[src/rtl/bpcc_pkg.sv]
`timescale 1ns / 1ps
`default_nettype none
// ----------------------------------------------------------------------------
// bpcc_pkg
// Shared types and constants for the BER packet completeness check.
// ----------------------------------------------------------------------------
package bpcc_pkg;

  localparam logic [7:0]  TAG_BYTE         = 8'h30;
  localparam logic [31:0] COUNT_MAX        = 32'hFFFF_FFFF;
  localparam logic [31:0] CONTENT_SAT_LIM  = 32'h00FF_FFFF;
  localparam logic [31:0] MIN_BUFFER_BYTES = 32'd4;
  localparam logic [31:0] MAX_LEN_RESET    = 32'h0800_0000;

  typedef enum logic [1:0] {
    STATUS_INCOMPLETE = 2'd0,
    STATUS_ERROR      = 2'd1,
    STATUS_COMPLETE   = 2'd2
  } status_t;

  typedef struct packed {
    status_t     status;
    logic [31:0] packet_length;
  } result_t;

endpackage : bpcc_pkg
`default_nettype wire

[src/rtl/bpcc_parser.sv]
`timescale 1ns / 1ps
`default_nettype none
// ----------------------------------------------------------------------------
// bpcc_parser
// Per-buffer header parse state and the end-of-buffer verdict logic.
// ----------------------------------------------------------------------------
module bpcc_parser
  import bpcc_pkg::*;
#(
  parameter int LENGTH_FIELD_BYTES = 4
) (
  input  wire logic        clk,
  input  wire logic        rst,
  input  wire logic        step,
  input  wire logic [7:0]  data_byte,
  input  wire logic        last_byte,
  input  wire logic        empty_buffer,
  input  wire logic [31:0] max_packet_len,
  output result_t          result
);

  localparam int LW = $clog2(LENGTH_FIELD_BYTES + 1);
  localparam int HW = $clog2(LENGTH_FIELD_BYTES + 3);
  localparam logic [6:0] LFB_LIMIT = 7'(LENGTH_FIELD_BYTES);

  logic [31:0] byte_position, byte_position_next;
  logic [LW-1:0] length_bytes_left, length_bytes_left_next;
  logic [HW-1:0] header_bytes, header_bytes_next;
  logic [31:0] content_bytes, content_bytes_next;
  logic header_complete, header_complete_next;
  logic error_seen, error_seen_next;
  logic beyond_packet_seen, beyond_packet_seen_next;
  logic length_form_bad, length_form_bad_next;

  logic [32:0] pkt_cur;
  logic [32:0] pkt_next;
  logic [6:0]  len_count;

  assign pkt_cur   = {1'b0, content_bytes} + 33'(header_bytes);
  assign pkt_next  = {1'b0, content_bytes_next} + 33'(header_bytes_next);
  assign len_count = data_byte[6:0];

  always_comb begin
    byte_position_next      = byte_position;
    length_bytes_left_next  = length_bytes_left;
    header_bytes_next       = header_bytes;
    content_bytes_next      = content_bytes;
    header_complete_next    = header_complete;
    error_seen_next         = error_seen;
    beyond_packet_seen_next = beyond_packet_seen;
    length_form_bad_next    = length_form_bad;

    // saturated count: byte is ignored entirely
    if (byte_position != COUNT_MAX) begin
      byte_position_next = byte_position + 32'd1;
      if (header_complete && ({1'b0, byte_position} == pkt_cur) &&
          (data_byte != TAG_BYTE)) begin
        beyond_packet_seen_next = 1'b1;
      end
      if (byte_position == 32'd0) begin
        if (data_byte != TAG_BYTE) begin
          error_seen_next = 1'b1;
        end
      end else if (byte_position == 32'd1) begin
        if (data_byte[7]) begin
          if (len_count > LFB_LIMIT) begin
            length_form_bad_next = 1'b1;
          end else begin
            header_bytes_next      = HW'(2) + HW'(len_count);
            length_bytes_left_next = LW'(len_count);
            if (len_count == 7'd0) begin
              header_complete_next = 1'b1;
            end
          end
        end else begin
          content_bytes_next   = {24'd0, data_byte};
          header_bytes_next    = HW'(2);
          header_complete_next = 1'b1;
        end
      end else if ((length_bytes_left != '0) && !length_form_bad) begin
        if (content_bytes > CONTENT_SAT_LIM) begin
          content_bytes_next = COUNT_MAX;
        end else begin
          content_bytes_next = {content_bytes[23:0], data_byte};
        end
        length_bytes_left_next = length_bytes_left - LW'(1);
        if (length_bytes_left == LW'(1)) begin
          header_complete_next = 1'b1;
        end
      end
    end
  end

  // verdict on the state as it stands after this byte
  always_comb begin
    result.status        = STATUS_INCOMPLETE;
    result.packet_length = 32'd0;
    if (empty_buffer) begin
      result.status = STATUS_INCOMPLETE;
    end else if (error_seen_next) begin
      result.status = STATUS_ERROR;
    end else if (byte_position_next < MIN_BUFFER_BYTES) begin
      result.status = STATUS_INCOMPLETE;
    end else if (length_form_bad_next) begin
      result.status = STATUS_ERROR;
    end else if (!header_complete_next) begin
      result.status = STATUS_INCOMPLETE;
    end else if (pkt_next > {1'b0, max_packet_len}) begin
      result.status = STATUS_ERROR;
    end else if ({1'b0, byte_position_next} > pkt_next) begin
      if (beyond_packet_seen_next) begin
        result.status = STATUS_ERROR;
      end else begin
        result.status        = STATUS_COMPLETE;
        result.packet_length = pkt_next[31:0];
      end
    end else if ({1'b0, byte_position_next} == pkt_next) begin
      result.status        = STATUS_COMPLETE;
      result.packet_length = pkt_next[31:0];
    end
  end

  always_ff @(posedge clk) begin
    if (rst || (step && (empty_buffer || last_byte))) begin
      byte_position      <= '0;
      length_bytes_left  <= '0;
      header_bytes       <= HW'(2);
      content_bytes      <= '0;
      header_complete    <= 1'b0;
      error_seen         <= 1'b0;
      beyond_packet_seen <= 1'b0;
      length_form_bad    <= 1'b0;
    end else if (step) begin
      byte_position      <= byte_position_next;
      length_bytes_left  <= length_bytes_left_next;
      header_bytes       <= header_bytes_next;
      content_bytes      <= content_bytes_next;
      header_complete    <= header_complete_next;
      error_seen         <= error_seen_next;
      beyond_packet_seen <= beyond_packet_seen_next;
      length_form_bad    <= length_form_bad_next;
    end
  end

endmodule : bpcc_parser
`default_nettype wire

[src/rtl/ber_packet_completeness_check_core.sv]
`timescale 1ns / 1ps
`default_nettype none
// ----------------------------------------------------------------------------
// ber_packet_completeness_check_core
// Checks a receive buffer, one byte per transaction, for a whole BER packet.
// ----------------------------------------------------------------------------
// Takes one byte every cycle while in_stall is low. Each accepted byte lands
// in an input register and is parsed from there; a verdict is produced for the
// last byte of a buffer (or an empty-buffer marker) and is captured in the
// result register. Bytes that end no buffer never wait on the output side;
// only a verdict that finds the result register still held by out_stall
// backs up into in_stall. max_packet_len is written via the cfg channel,
// which is always ready, and resets to 128 MiB.
// ----------------------------------------------------------------------------
module ber_packet_completeness_check_core
  import bpcc_pkg::*;
#(
  parameter int LENGTH_FIELD_BYTES = 4
) (
  input  wire logic        clk,
  input  wire logic        rst,
  input  wire logic        in_valid,
  output logic             in_stall,
  input  wire logic [7:0]  data_byte,
  input  wire logic        last_byte,
  input  wire logic        empty_buffer,
  output logic             out_valid,
  input  wire logic        out_stall,
  output logic [1:0]       status,
  output logic [31:0]      packet_length,
  input  wire logic        cfg_valid,
  output logic             cfg_ready,
  input  wire logic [31:0] cfg_data
);

  logic        in_q_valid;
  logic [7:0]  data_q;
  logic        last_q;
  logic        empty_q;
  logic [31:0] max_packet_len;
  logic        emits;
  logic        advance;
  result_t     verdict;
  result_t     result_q;

  assign emits     = last_q || empty_q;
  assign advance   = in_q_valid && (!emits || !out_valid || !out_stall);
  assign in_stall  = in_q_valid && !advance;
  assign cfg_ready = 1'b1;

  bpcc_parser #(
    .LENGTH_FIELD_BYTES(LENGTH_FIELD_BYTES)
  ) u_parser (
    .clk           (clk),
    .rst           (rst),
    .step          (advance),
    .data_byte     (data_q),
    .last_byte     (last_q),
    .empty_buffer  (empty_q),
    .max_packet_len(max_packet_len),
    .result        (verdict)
  );

  // input register
  always_ff @(posedge clk) begin
    if (rst) begin
      in_q_valid <= 1'b0;
    end else if (!in_stall) begin
      in_q_valid <= in_valid;
    end
    if (!in_stall && in_valid) begin
      data_q  <= data_byte;
      last_q  <= last_byte;
      empty_q <= empty_buffer;
    end
  end

  // result register
  always_ff @(posedge clk) begin
    if (rst) begin
      out_valid <= 1'b0;
    end else if (advance && emits) begin
      out_valid <= 1'b1;
    end else if (!out_stall) begin
      out_valid <= 1'b0;
    end
    if (advance && emits) begin
      result_q <= verdict;
    end
  end

  always_ff @(posedge clk) begin
    if (rst) begin
      max_packet_len <= MAX_LEN_RESET;
    end else if (cfg_valid && cfg_ready) begin
      max_packet_len <= cfg_data;
    end
  end

  assign status        = result_q.status;
  assign packet_length = result_q.packet_length;

endmodule : ber_packet_completeness_check_core
`default_nettype wire
[config.mk]
export PLATFORM = sky130hd
export DESIGN_NAME = ber_packet_completeness_check_core
export DESIGN_NICKNAME = d
export VERILOG_FILES = /design/src/rtl/bpcc_pkg.sv /design/src/rtl/bpcc_parser.sv /design/src/rtl/ber_packet_completeness_check_core.sv
export SDC_FILE = /design/constraint.sdc
export NUM_CORES = 1
export LEC_CHECK = 0
export BUFFER_PORTS_ARGS = -buffer_cell sky130_fd_sc_hd__buf_2
export CELL_PAD_IN_SITES_DETAIL_PLACEMENT = 2
export CELL_PAD_IN_SITES_GLOBAL_PLACEMENT = 2
export CORE_MARGIN = 2
export CORE_UTILIZATION = 40
export DETAILED_ROUTE_END_ITERATION = 10
export GPL_TIMING_DRIVEN = 1
export PLACE_DENSITY_LB_ADDON = 0.1
export REMOVE_ABC_BUFFERS = 1
export SETUP_SLACK_MARGIN = 0.5
export SYNTH_ARGS = -nofsm -noshare
export SYNTH_HDL_FRONTEND = slang
export SYNTH_SLANG_ARGS = --single-unit
[constraint.sdc]
create_clock -name clk -period 17.2 [get_ports clk]
set_clock_uncertainty 0.2 [all_clocks]
set_input_delay 2.58 -clock clk [delete_from_list [all_inputs] [get_ports clk]]
set_output_delay 2.58 -clock clk [all_outputs]
set_load 0.02 [all_outputs]
==> flow_results.org <==
** Clock network
- Buffers inserted during clock tree synthesis total 17.
- After clock tree synthesis, the clock-pin slew on the worst setup and hold paths is 0.07 ns.
- TritonCTS built the clock tree.
- # clock sinks :: 152
- Maximum level of the CTS H-tree :: 4
- At the later pin of the worst-skew pair, clock insertion delay measures 0.45 ns.
- Hold repair after CTS inserted 0 buffers.
- Setup Buffers After CTS :: 0
- No sink is reached through more buffers than the 2 on the longest clock path.
- Once the clock tree was built, the resizer swapped 0 gates to a different size.
- Clock tree synthesis selected as its root buffer the cell sky130_fd_sc_hd__clkbuf_16.

** Power
- Summed over all cells, the static leakage comes to 5.20 nW.
- Share of power burned in the clock network :: 45.1%
- Internal power comes to 0.629 mW.
- VDD sags by at most 0.0000512 V.
- Power spread over the standard cell area amounts to 68.2 mW/mm².
- The share of total power dissipated in combinational logic is 10.2%.
- For this design the total switching power over the nets is 0.236 mW.
- Share of total power in sequential cells :: 44.6%
- Switching power share of the total :: 27.3%

** Setup path
- Crit path launch type :: register
- The endpoint identified for the worst register-to-register timing path is packet_length[31]$_SDFFCE_PP0P_.
- Worst-path fanout max :: 33
- STA classifies the critical path endpoint as a register.
- Launching point of the worst reg2reg path :: u_parser.byte_position[18]$_SDFFE_PP0P_
- Measured in cells, the most critical reg-to-reg path has a length of 25.
- Data arrives at the worst endpoint at 8.12 ns.
- The setup check on the worst reg-to-reg path leaves a slack of 9.16 ns.
- The worst setup path is of the register to register kind.
- Data on the critical path is required at its endpoint by 17.28 ns.

** Die
- For this configuration, the core starts out at a cell density of 40.6%.
- 84 I/O pins were placed.
- The die is 174 µm tall.
- After floorplanning, the core was divided into 62 placement rows.
- The die covers 0.0304 mm².
- The floorplan step set the die width to 174 µm.
- In this run the standard cell core region covers 0.0286 mm².

** Timing
- Setup Viol. Count Final :: 0
- In the final timing run, aggregate negative setup slack is 0 ns.
- RSZ-0062 raised after global routing :: no
- Maximum achievable frequency :: 124 MHz
- Final period utilization :: 46.7%
- Final count of hold timing violations :: 0
- Post-route setup slack :: 9.16 ns
- For the pin with the worst max-slew slack, the measured transition is 1.15 ns.
- Final Critical Period :: 8.04 ns
- Number of max-slew violations in the final report :: 0
- The worst pin sits at a relative slew slack of 22.4%.

** Final layout
- Fraction of final layout cells sized beyond drive strength 1 :: 13.4%
- The repair_antennas step left the layout with diodes totalling 0.
- Layout overhead on the synthesized area :: 9.21%
- Final net count :: 1,561
- Commonest non-fill, non-tap cell in the layout :: sky130_fd_sc_hd__nor2_1
- Total non-filler cell area in the finished layout :: 0.0127 mm²
- Leading cell types in the layout, fill and taps excluded :: 166 x sky130_fd_sc_hd__nor2_1, 118 x sky130_fd_sc_hd__nand2_1, 108 x sky130_fd_sc_hd__dfxtp_1

** Drt
- Final wirelength :: 46,700 µm
- Initial DRT Pass Iterations :: 5
- Initial detailed-routing violation count :: 717
- In the routed design, unresolved DRC markers number 0.
- The count of nets left with antenna violations once routing finished came out at 0.
- Via total after detailed routing :: 11,000
- In the routed layout, each cell is associated on average with a via count of 6.02.
- After detailed routing, the average wire length per cell comes to 25.5 µm.

** Global route
- Global-route total usage across every layer :: 31.0%
- Largest net degree at the start of global routing :: 75
- Global route overflow :: 0
- The number of global-route vias before repair is 11,600.
- Number of antenna violations at the first check in global routing :: 0
- The first global-routing pass estimated 71,500 µm of wire.

** Logic synthesis
- Share of flip-flops with an asynchronous set or reset :: 0%
- During synthesis, Yosys emitted a total of 0 warnings.
- #FFs+latches synth :: 152
- The average instance in the mapped netlist occupies 8.15 µm².
- In the synthesized netlist the dominant register cell turns out to be sky130_fd_sc_hd__dfxtp_1.
- Library cells used by synthesis :: 85
- Number of synthesized flops with an enable pin :: 44
- Synthesis produced a netlist whose cell count is 1,425.
- Part of the Yosys area used for sequential elements :: 30.0%
- In this run the cell area of the synthesized design comes to 0.0116 mm².

** Placement
- Summing all placed instances gives a cell area of 0.0121 mm².
- Final HPWL DP :: 35,100 µm
- At the end of routability-driven placement, the weighted congestion stood at 0.938.
- Input and output buffers added on the ports amount to 82.
- Timing analysis after detailed placement gives a worst setup slack of 9.35 ns.

** Min path
- Min-delay worst type :: register to register
- For hold timing, the worst endpoint is u_parser.header_bytes[2]$_SDFFE_PP0P_.
- In this run the most critical hold path is launched from u_parser.header_bytes[2]$_SDFFE_PP0P_.
- The worst hold path passes through 2 cells.

** Status
- Result of the run :: complete, no violations

** Flow run
- Max-cap check violation count :: 0
==> cells in the mapped netlist, drive strengths merged (50+ instances only) <==
library cell	count	area share [%]
a21oi	77	3.3
buf	51	2.8
clkbuf	51	1.7
dfxtp	108	19
ha	76	8.2
inv	83	2.7
nand2	119	3.8
nand3	50	2.5
nor2	197	7.1
o21ai	56	2.4
xnor2	74	5.6
xor2	52	4.1
==> flip-flops by register name (all words and copies together), names as in the netlist <==
signal                       count
u_parser.header_bytes            3
u_parser.header_complete         1
u_parser.beyond_packet_seen      1
u_parser.byte_position          32
u_parser.content_bytes          32
max_packet_len                  32
in_q_valid                       1
packet_length                   32
data_q                           8
empty_q                          1
out_valid                        1
u_parser.error_seen              1
status                           2
u_parser.length_form_bad         1
last_q                           1
u_parser.length_bytes_left       3
==> how the worst max path moves through the flow <==
stage / cells past startpoint / start / slack [ns] / endpoint
floorplan: 4 / out_stall / 8.82 / u_parser.byte_position[17]$_SDFFE_PP0P_
global placement: 25 / u_parser.byte_position[18]$_SDFFE_PP0P_ / 9.60 / packet_length[13]$_SDFFCE_PP0P_
detailed placement: 25 / u_parser.byte_position[18]$_SDFFE_PP0P_ / 9.35 / packet_length[6]$_SDFFCE_PP0P_
CTS: 24 / u_parser.byte_position[18]$_SDFFE_PP0P_ / 9.24 / packet_length[31]$_SDFFCE_PP0P_
global route: 24 / u_parser.byte_position[18]$_SDFFE_PP0P_ / 8.72 / packet_length[6]$_SDFFCE_PP0P_
finish: 25 / u_parser.byte_position[18]$_SDFFE_PP0P_ / 9.16 / packet_length[31]$_SDFFCE_PP0P_
==> layer usage <==
layer	routed length, µm	track usage [%]
met2	21700	50.7
met4	1250	9.87
met1	21200	41.4
met5	0	0
met3	2590	5.91
==> final cells by class <==
class / instances / area, µm²
Fill cell: 3311 / 15900
Timing Repair Buffer: 94 / 500
Multi-Input combinational cell: 1088 / 7320
Sequential cell: 152 / 3480
Clock buffer: 23 / 500
Inverter: 83 / 312
Clock inverter: 9 / 82.6
Tap cell: 384 / 480
==> cell families after synthesis <==
group	synth area share (%)
AO/OA/AOI/OAI	15.5
buffers and inverters	7.14
multiplexers	3.46
adder cells (fa/ha/maj)	8.53
XOR/XNOR	9.63
AND/OR/NAND/NOR	25.7
flip-flops	30.0
other	0.0323
==> per-stage QoR <==
step                hold slack, ns  util, %  power (mW)  std cells
floorplan                    0.253        -       0.442       1323
global placement             0.271     42.3       0.477       1801
detailed placement           0.277     42.3       0.481       1801
CTS                          0.287     44.3       0.870       1833
global route                 0.322     44.3       0.893       1833
finish                       0.283     44.3       0.865       1833
==> power by group through the flow <==
stage / logic (mW) / clock network [mW] / registers [mW]
after floorplan: 0.0473 / 0 / 0.394
after global placement: 0.0832 / 0 / 0.393
after detailed placement: 0.0870 / 0 / 0.394
after CTS: 0.0889 / 0.394 / 0.386
after global routing: 0.0962 / 0.409 / 0.387
final: 0.0886 / 0.390 / 0.386
==> worst max-delay path: stages (launching register included) <==
cell and delay, ns:
sky130_fd_sc_hd__dfxtp_1 0.48, sky130_fd_sc_hd__nor4_1 0.71, sky130_fd_sc_hd__and4_1 0.46, sky130_fd_sc_hd__nand3_1 0.28, sky130_fd_sc_hd__nor2_1 0.37, sky130_fd_sc_hd__nand3_1 0.26
sky130_fd_sc_hd__a211o_1 0.44, sky130_fd_sc_hd__ha_1 0.31, sky130_fd_sc_hd__a21o_1 0.10, sky130_fd_sc_hd__a21oi_1 0.11, sky130_fd_sc_hd__or4_4 0.60, sky130_fd_sc_hd__or2_4 0.30
sky130_fd_sc_hd__nor4_4 0.30, sky130_fd_sc_hd__xor2_2 0.20, sky130_fd_sc_hd__inv_1 0.09, sky130_fd_sc_hd__ha_1 0.19, sky130_fd_sc_hd__a21o_1 0.19, sky130_fd_sc_hd__a21o_1 0.19
sky130_fd_sc_hd__a21o_1 0.18, sky130_fd_sc_hd__a21o_1 0.17, sky130_fd_sc_hd__a211oi_1 0.28, sky130_fd_sc_hd__o32ai_1 0.13, sky130_fd_sc_hd__nor3_1 0.17, sky130_fd_sc_hd__nor3_1 0.09
sky130_fd_sc_hd__or3_2 0.84, sky130_fd_sc_hd__nor2_1 0.23
No activity file was read; power rests on OpenSTA's default activity.
